==> src/hw/rtl/pre_pkg.sv <==
// Shared types and constants for the printable run extractor.
// No dependencies; every other RTL file of the block but pre_stream_if imports this package.
package pre_pkg;

  // Field and register widths.
  localparam int unsigned BYTE_W    = 8;
  localparam int unsigned SPLIT_W   = 12;
  localparam int unsigned RUN_CNT_W = 13;

  // Defaults.
  localparam int unsigned MIN_RUN_DEF = 4;
  localparam logic [SPLIT_W-1:0] SPLIT_RESET = 12'd512;

  // Printable ASCII range, inclusive.
  localparam logic [BYTE_W-1:0] PRINT_LO = 8'd32;
  localparam logic [BYTE_W-1:0] PRINT_HI = 8'd126;

  // Result kinds.
  localparam logic KIND_CHAR   = 1'b0;
  localparam logic KIND_MARKER = 1'b1;

  // One input item.
  typedef struct packed {
    logic [BYTE_W-1:0] data_byte;
    logic              end_of_buffer;
  } pre_in_t;

  // One result item.
  typedef struct packed {
    logic              item_kind;
    logic [BYTE_W-1:0] char_value;
    logic              last_of_burst;
  } pre_out_t;

  // Configuration write data.
  typedef logic [SPLIT_W-1:0] pre_cfg_t;

  // Status of one step from the burst generator.
  typedef struct packed {
    logic close;
    logic marker;
  } pre_gen_stat_t;

endpackage

==> src/hw/rtl/pre_stream_if.sv <==
// Valid/ready channel used for the input, result and configuration ports.
// Depends on nothing; the payload type is set where the channel is instantiated.
interface pre_stream_if #(
  parameter type payload_t = logic
);
  logic     valid;
  logic     ready;
  payload_t data;

  modport source (output valid, output data, input ready);
  modport sink   (input valid, input data, output ready);
endinterface

==> src/hw/rtl/printable_run_extractor_unit.sv <==
// Top level of the printable run extractor: input register, run state, burst buffer.
// Depends on pre_pkg, pre_stream_if, pre_burst_gen and pre_burst_buf.
//
//   Port     Dir  Payload                                   Transfer
//   in_if    in   data_byte, end_of_buffer                  one byte of the buffer
//   out_if   out  item_kind, char_value, last_of_burst      one result
//   cfg_if   in   split_length (12 bits)                    register write
//
// One byte is taken per cycle while the burst buffer is free; the result burst of a
// byte (up to MinRun+1 results) leaves one result per cycle while out_if is ready;
// a one-result byte keeps the full rate, a longer burst holds input until it drains.
// A byte waits in the input register while the buffer still holds an older burst.
// Reset clears the run length, the buffers and sets split_length to 512.
module printable_run_extractor_unit #(
  parameter int unsigned MinRun = pre_pkg::MIN_RUN_DEF
) (
  input  logic        clk_i,
  input  logic        rst_ni,
  pre_stream_if.sink   in_if,
  pre_stream_if.source out_if,
  pre_stream_if.sink   cfg_if
);
  import pre_pkg::*;

  localparam int unsigned MaxBurst = MinRun + 1;
  localparam int unsigned HeldN    = (MinRun > 1) ? MinRun - 1 : 1;
  localparam int unsigned CntW     = $clog2(MaxBurst + 1);

  logic                 inq_valid_q;
  pre_in_t              inq_data_q;
  logic [SPLIT_W-1:0]   split_q;
  logic [RUN_CNT_W-1:0] run_count_q, run_count_d;
  logic [BYTE_W-1:0]    held_q [HeldN];
  logic [BYTE_W-1:0]    held_d [HeldN];
  logic [CntW-1:0]      gen_cnt;
  logic                 gen_kind [MaxBurst];
  logic [BYTE_W-1:0]    gen_char [MaxBurst];
  pre_gen_stat_t        gen_stat;
  logic                 buf_free;
  logic [CntW-1:0]      buf_cnt;
  pre_out_t             buf_head;
  logic                 load;
  logic                 in_xfer;
  logic                 out_xfer;

  // Handshakes.
  assign load          = inq_valid_q && buf_free;
  assign in_if.ready   = !inq_valid_q || buf_free;
  assign in_xfer       = in_if.valid && in_if.ready;
  assign out_if.valid  = (buf_cnt != '0);
  assign out_if.data   = buf_head;
  assign out_xfer      = out_if.valid && out_if.ready;
  assign cfg_if.ready  = 1'b1;

  // Input register.
  always_ff @(posedge clk_i or negedge rst_ni) begin
    if (!rst_ni) begin
      inq_valid_q <= 1'b0;
    end else if (in_xfer) begin
      inq_valid_q <= 1'b1;
    end else if (load) begin
      inq_valid_q <= 1'b0;
    end
  end

  always_ff @(posedge clk_i) begin
    if (in_xfer) begin
      inq_data_q <= in_if.data;
    end
  end

  // Split length register and run length.
  always_ff @(posedge clk_i or negedge rst_ni) begin
    if (!rst_ni) begin
      split_q     <= SPLIT_RESET;
      run_count_q <= '0;
    end else begin
      if (cfg_if.valid && cfg_if.ready) begin
        split_q <= cfg_if.data;
      end
      if (load) begin
        run_count_q <= run_count_d;
      end
    end
  end

  // Held-back characters; each is written before it is read within a run.
  always_ff @(posedge clk_i) begin
    if (load) begin
      held_q <= held_d;
    end
  end

  pre_burst_gen #(
    .MinRun (MinRun)
  ) u_gen (
    .data_byte_i     (inq_data_q.data_byte),
    .end_of_buffer_i (inq_data_q.end_of_buffer),
    .split_length_i  (split_q),
    .run_count_i     (run_count_q),
    .held_i          (held_q),
    .held_o          (held_d),
    .run_count_o     (run_count_d),
    .burst_cnt_o     (gen_cnt),
    .burst_kind_o    (gen_kind),
    .burst_char_o    (gen_char),
    .stat_o          (gen_stat)
  );

  pre_burst_buf #(
    .Depth (MaxBurst)
  ) u_buf (
    .clk_i       (clk_i),
    .rst_ni      (rst_ni),
    .load_i      (load),
    .load_cnt_i  (gen_cnt),
    .load_kind_i (gen_kind),
    .load_char_i (gen_char),
    .pop_i       (out_xfer),
    .free_o      (buf_free),
    .cnt_o       (buf_cnt),
    .head_o      (buf_head)
  );

  // The burst buffer never holds more than one full burst.
  assert property (@(posedge clk_i) disable iff (!rst_ni)
    buf_cnt <= CntW'(MaxBurst))
    else $error("burst buffer overfilled");

  // A closed run starts over at length zero.
  assert property (@(posedge clk_i) disable iff (!rst_ni)
    load && gen_stat.close |=> run_count_q == '0)
    else $error("run length not cleared after close");

  // An end marker always reaches the result side.
  assert property (@(posedge clk_i) disable iff (!rst_ni)
    load && gen_stat.marker |=> out_if.valid)
    else $error("end marker lost");

  // A byte is never taken while the input register holds one that cannot move.
  assert property (@(posedge clk_i) disable iff (!rst_ni)
    inq_valid_q && (buf_cnt > CntW'(1)) |-> !in_xfer)
    else $error("input register overwritten");

endmodule

==> src/hw/rtl/pre_burst_gen.sv <==
// Combinational step logic: turns one byte and the run state into a burst of results.
// Depends on pre_pkg.
module pre_burst_gen #(
  parameter int unsigned MinRun = pre_pkg::MIN_RUN_DEF,
  localparam int unsigned MaxBurst = MinRun + 1,
  localparam int unsigned HeldN = (MinRun > 1) ? MinRun - 1 : 1,
  localparam int unsigned CntW = $clog2(MaxBurst + 1)
) (
  input  logic [pre_pkg::BYTE_W-1:0]    data_byte_i,
  input  logic                          end_of_buffer_i,
  input  logic [pre_pkg::SPLIT_W-1:0]   split_length_i,
  input  logic [pre_pkg::RUN_CNT_W-1:0] run_count_i,
  input  logic [pre_pkg::BYTE_W-1:0]    held_i [HeldN],
  output logic [pre_pkg::BYTE_W-1:0]    held_o [HeldN],
  output logic [pre_pkg::RUN_CNT_W-1:0] run_count_o,
  output logic [CntW-1:0]               burst_cnt_o,
  output logic                          burst_kind_o [MaxBurst],
  output logic [pre_pkg::BYTE_W-1:0]    burst_char_o [MaxBurst],
  output pre_pkg::pre_gen_stat_t        stat_o
);
  import pre_pkg::*;

  localparam int unsigned HeldIdxW = (HeldN > 1) ? $clog2(HeldN) : 1;

  logic                 printable;
  logic [RUN_CNT_W-1:0] rc_char;
  logic                 pass_char;
  logic                 release_held;
  logic                 close;
  logic                 marker;
  logic [CntW-1:0]      chars_n;
  logic [CntW-1:0]      char_pos;

  // Classify the byte and work out where the run stands after it.
  always_comb begin
    printable    = (data_byte_i >= PRINT_LO) && (data_byte_i <= PRINT_HI);
    rc_char      = printable ? run_count_i + RUN_CNT_W'(1) : run_count_i;
    pass_char    = printable && (run_count_i >= RUN_CNT_W'(MinRun - 1));
    release_held = printable && (run_count_i == RUN_CNT_W'(MinRun - 1));
    // A run closes on a non-printable byte, on a split, or at the end of the buffer.
    close        = !printable || end_of_buffer_i || (rc_char > {1'b0, split_length_i});
    marker       = close && (rc_char >= RUN_CNT_W'(MinRun));
    run_count_o  = close ? '0 : rc_char;
    char_pos     = release_held ? CntW'(MinRun - 1) : '0;
    if (release_held) begin
      chars_n = CntW'(MinRun);
    end else if (pass_char) begin
      chars_n = CntW'(1);
    end else begin
      chars_n = '0;
    end
    burst_cnt_o = chars_n + CntW'(marker);
    stat_o      = '{close: close, marker: marker};
  end

  // Lay out the burst: held characters, then the current one, then the end marker.
  always_comb begin
    for (int j = 0; j < MaxBurst; j++) begin
      burst_kind_o[j] = KIND_CHAR;
      burst_char_o[j] = '0;
      if (release_held && (j < MinRun - 1)) begin
        burst_char_o[j] = held_i[j];
      end else if (pass_char && (CntW'(j) == char_pos)) begin
        burst_char_o[j] = data_byte_i;
      end else if (marker && (CntW'(j) == chars_n)) begin
        burst_kind_o[j] = KIND_MARKER;
      end
    end
  end

  // Hold back the first characters of a run until it qualifies.
  always_comb begin
    held_o = held_i;
    if (printable && (run_count_i < RUN_CNT_W'(MinRun - 1))) begin
      held_o[run_count_i[HeldIdxW-1:0]] = data_byte_i;
    end
  end

endmodule

==> src/hw/rtl/pre_burst_buf.sv <==
// Burst buffer: holds the results of one step and hands them out one per transfer.
// Depends on pre_pkg.
module pre_burst_buf #(
  parameter int unsigned Depth = pre_pkg::MIN_RUN_DEF + 1,
  localparam int unsigned CntW = $clog2(Depth + 1)
) (
  input  logic                       clk_i,
  input  logic                       rst_ni,
  input  logic                       load_i,
  input  logic [CntW-1:0]            load_cnt_i,
  input  logic                       load_kind_i [Depth],
  input  logic [pre_pkg::BYTE_W-1:0] load_char_i [Depth],
  input  logic                       pop_i,
  output logic                       free_o,
  output logic [CntW-1:0]            cnt_o,
  output pre_pkg::pre_out_t          head_o
);
  import pre_pkg::*;

  logic [CntW-1:0]   cnt_q, cnt_d;
  logic              kind_q [Depth];
  logic [BYTE_W-1:0] char_q [Depth];

  // The buffer can take a new burst once the one it holds is gone or leaving now.
  always_comb begin
    free_o = (cnt_q == '0) || ((cnt_q == CntW'(1)) && pop_i);
    cnt_o  = cnt_q;
    head_o = '{item_kind: kind_q[0], char_value: char_q[0],
               last_of_burst: (cnt_q == CntW'(1))};
    if (load_i) begin
      cnt_d = load_cnt_i;
    end else if (pop_i) begin
      cnt_d = cnt_q - CntW'(1);
    end else begin
      cnt_d = cnt_q;
    end
  end

  // Fill level.
  always_ff @(posedge clk_i or negedge rst_ni) begin
    if (!rst_ni) begin
      cnt_q <= '0;
    end else begin
      cnt_q <= cnt_d;
    end
  end

  // Entries: load a whole burst, or shift toward the head on each transfer.
  always_ff @(posedge clk_i) begin
    if (load_i) begin
      kind_q <= load_kind_i;
      char_q <= load_char_i;
    end else if (pop_i) begin
      for (int i = 0; i < Depth - 1; i++) begin
        kind_q[i] <= kind_q[i+1];
        char_q[i] <= char_q[i+1];
      end
    end
  end

endmodule
==> src/flat_wrapper.sv <==
// flat-port wrapper written by rule: the top's interface ports become plain ports
module printable_run_extractor_unit_flat import pre_pkg::*;
#(
  parameter int unsigned MinRun = pre_pkg::MIN_RUN_DEF
)
  (clk_i, rst_ni, in_if_valid, in_if_data, in_if_ready, out_if_valid, out_if_data, out_if_ready, cfg_if_valid, cfg_if_data, cfg_if_ready);
  pre_stream_if in_if_i ();
  pre_stream_if out_if_i ();
  pre_stream_if cfg_if_i ();
  input  logic clk_i;
  input  logic rst_ni;
  input wire logic [$bits(in_if_i.valid)-1:0] in_if_valid;
  input wire logic [$bits(in_if_i.data)-1:0] in_if_data;
  output wire logic [$bits(in_if_i.ready)-1:0] in_if_ready;
  output wire logic [$bits(out_if_i.valid)-1:0] out_if_valid;
  output wire logic [$bits(out_if_i.data)-1:0] out_if_data;
  input wire logic [$bits(out_if_i.ready)-1:0] out_if_ready;
  input wire logic [$bits(cfg_if_i.valid)-1:0] cfg_if_valid;
  input wire logic [$bits(cfg_if_i.data)-1:0] cfg_if_data;
  output wire logic [$bits(cfg_if_i.ready)-1:0] cfg_if_ready;
  assign in_if_i.valid = in_if_valid;
  assign in_if_i.data = in_if_data;
  assign in_if_ready = in_if_i.ready;
  assign out_if_valid = out_if_i.valid;
  assign out_if_data = out_if_i.data;
  assign out_if_i.ready = out_if_ready;
  assign cfg_if_i.valid = cfg_if_valid;
  assign cfg_if_i.data = cfg_if_data;
  assign cfg_if_ready = cfg_if_i.ready;
  printable_run_extractor_unit #(.MinRun(MinRun)) u_core (.clk_i(clk_i), .rst_ni(rst_ni), .in_if(in_if_i), .out_if(out_if_i), .cfg_if(cfg_if_i));
endmodule
==> config.mk <==
export PLATFORM = sky130hd
export DESIGN_NAME = printable_run_extractor_unit_flat
export DESIGN_NICKNAME = d
export VERILOG_FILES = /design/src/hw/rtl/pre_pkg.sv /design/src/hw/rtl/pre_stream_if.sv /design/src/hw/rtl/printable_run_extractor_unit.sv /design/src/hw/rtl/pre_burst_gen.sv /design/src/hw/rtl/pre_burst_buf.sv /design/src/flat_wrapper.sv
export SDC_FILE = /design/constraint.sdc
export NUM_CORES = 1
export LEC_CHECK = 0
export ABC_AREA = 1
export BUFFER_PORTS_ARGS = -buffer_cell sky130_fd_sc_hd__buf_2
export CORE_AREA = 2 2 39 41
export CTS_CLUSTER_SIZE = 40
export DETAILED_ROUTE_END_ITERATION = 16
export DIE_AREA = 0 0 41 43
export SETUP_SLACK_MARGIN = 0.02
export SLEW_MARGIN = 20
export SYNTH_ARGS = -nofsm -noshare
export SYNTH_HDL_FRONTEND = slang
export SYNTH_SLANG_ARGS = --single-unit
export TNS_END_PERCENT = 10
==> constraint.sdc <==
create_clock -name clk_i -period 1.2 [get_ports clk_i]
set_clock_uncertainty 0.05 [all_clocks]
set_input_delay 0.36 -clock clk_i [delete_from_list [all_inputs] [get_ports clk_i]]
set_output_delay 0.36 -clock clk_i [all_outputs]
set_load 0.05 [all_outputs]
==> key figures <==
Floorplanning
  – Initial Utilization: 19.9%
  – Die height: 43 um
  – FP Rows: 14
  – Die ar.: 1760 sq um
  – Core Region: 1380 sq um
  – I/O pin total: 11
  – Die width: 41 um

Setup path
  – Crit path kind: reg -> out
  – CP Max Fanout: 3
  – Crit path arrival time: 1.21 ns
  – Crit path required time: 0.79 ns
  – Startpoint Class: register
  – CP endpoint kind: output pin
  – Flop2flop setup slack: -0.30 ns

Synth
  – Synthesized-area fraction occupied by adder cells: 13.6%
  – Yosys reg bits: 4
  – Synth cell types: 12
  – Post-synth top flop: dfrtp_1
  – Most area-consuming cells after synthesis: dfrtp_1, ha_1, nand2_1, nand3_1, inv_1
  – Synthesized area: 275 sq um
  – Xor and xnor area share after synthesis: 3.18%
  – Simple-gate area share of the yosys netlist: 33.2%
  – Cell accounting for the most synthesized area: dfrtp_1
  – Mux contribution to synthesized area: 0%
  – Register area share after synthesis: 36.4%
  – Synth async-reset ratio: 100%
  – Most common cell in the netlist: nand2_1
  – Post-synthesis cell count: 36
  – Synthesized net count: 46
  – Post-synth EDFFs: 0
  – Fraction of the mapped netlist area in compound gates: 0%
  – Synth top area share: 36.4%
  – Average cell area after synthesis: 7.65 sq um
  – YS warnings: 0
  – Post-synth top cells: nand2_1, nand3_1, inv_1
  – Largest family of logic cells by synthesized area: simple AND/OR/NAND/NOR gates

Finish
  – Area Growth Syn to Fin: 100%
  – Layout cells sized above 1: 61.4%
  – # diodes: 0
  – Final nets: 69
  – Core Util, Final: 39.9%

GRT
  – GRT overflow: 0
  – Met1 Resource Use GR: 11.5%
  – Vias in the first global route: 305
  – First-pass GRT wire length: 1110 um
  – Largest net degree at the start of global routing: 5
  – GRT met2 Usage: 13.4%
  – Met3 GRT Util: 3.14%
  – Initial antenna violation count: 0
  – Gr busiest metal: met2
  – Total GRT Usage: 9.70%

Detailed routing
  – Avg WL per Cell: 8.18 um
  – Antenna viol nets, final: 0
  – Pre-antenna DRT Iters: 1
  – Routed vias/inst: 3.78
  – Total number of vias: 276
  – Drt initial violations: 0
  – Final wirelength: 597 um
  – DRC errors left: 0

Outcome
  – Outcome: finished with violations
  – Failing checks: setup timing

Placed design
  – DP HPWL: 448 um
  – GPL Wtd Cong: 0.752
  – Port bufs: 6

STA
  – RSZ-0062 raised after global routing: yes
  – F_max: 0.618 GHz
  – Minimum clock period: 1.62 ns
  – Setup violators final: 6
  – Final Hold Viols: 0
  – Max-slew violations: 0
  – Final period utilization: 135%
  – PnR worst setup slack: -0.418 ns

Clock tree
  – CTS Root Cell: clkbuf_4
  – H-tree levels: 1
  – Num Clock Sinks: 4
  – Num CTS Buffers: 3
  – Later-pin clock latency in the skew report: 0.23 ns
  – CTS tree: yes
  – Clk buf depth: 2
  – Worst-path clk slew: 0.04 ns

Min path
  – HP Class: in -> reg

Run
  – Max-cap violations: 0
state kept, by name, summed over array words and instances (netlist names):
| name | cells |
|---|---|
| u_core.u_buf.cnt_o | 3 |
| u_core.inq_valid_q | 1 |
what timing repair did:
item | 4_1_cts | 5_1_grt
resized for setup | 12 | 2
hold endpoints to repair | 4 | 0
gates cloned | 0 | 0
hold buffers | 1 | 0
endpoints found under the setup margin | 6 | 7
buffers inserted | 3 | 1
pin swaps | 2 | 1
path summary, 6_finish.rpt:
check | depth (start not counted) | startpoint | to
worst min register to register | 2 | u_core.u_buf.cnt_o[1]$_DFFE_PN0P_ | u_core.u_buf.cnt_o[1]$_DFFE_PN0P_
worst min-delay path | 3 | in_if_valid | u_core.inq_valid_q$_DFFE_PN0P_
min in group asynchronous | 2 | rst_ni | u_core.u_buf.cnt_o[2]$_DFFE_PN0P_
worst max register to register | 10 | u_core.u_buf.cnt_o[1]$_DFFE_PN0P_ | u_core.u_buf.cnt_o[0]$_DFFE_PN0P_
max in group asynchronous | 2 | rst_ni | u_core.u_buf.cnt_o[0]$_DFFE_PN0P_
worst max-delay path | 6 | u_core.u_buf.cnt_o[1]$_DFFE_PN0P_ | in_if_ready
critical path, cell delays in order (launching register included):
cell and delay (ns):
dfrtp_1 0.37, inv_2 0.08, buf_6 0.10, ha_4 0.15
nand2_8 0.06, nand3_4 0.06, buf_8 0.14
cell families after synthesis:
| kind of cell | Yosys count |
|---|---|
| other cells | 1 |
| flops | 4 |
| fa+ha+maj | 3 |
| buf+inv | 8 |
| xor+xnor | 1 |
| simple gates | 19 |
stage by stage:
step	hold slack, ns	instance area (sq um)	instances	setup slack, ns	setup TNS (ns)
2_1_floorplan	0.0144	317	36	-0.139	-0.267
3_3_place_gp	0.115	432	65	-0.336	-1.17
3_5_place_dp	0.115	432	65	-0.318	-1.20
4_1_cts	0.258	532	72	-0.443	-1.91
5_1_grt	0.272	552	73	-0.471	-2.46
6_report	0.267	552	73	-0.418	-2.07
metal layers:
layer / up-vias / share of wire (%)
met2: 5 / 57
met3: 0 / 2.2
met1: 124 / 41
met4: 0 / 0
li1: 147 / -
met5: - / 0
layout by cell type, fill, tap and decap left out, types with 2 or more instances in the layout:
cell type and count:
buf_2 3, buf_4 11, buf_6 2, clkbuf_4 3, dfrtp_1 4, ha_4 2
inv_1 2, inv_2 5, nand2_1 9, nand3_1 3, nand3_4 2
final cells by class:
type,count,area (sq um)
clock buffers,3,22.5
fillers,131,832
inverters,7,26.3
multi-input cells,24,218
flip-flops and latches,4,100
well taps,16,20.0
repair buffers,19,165
Power is left out: the tool's default activity adds up to more than one toggle a clock period on the data nets, which glitch-free logic cannot reach.
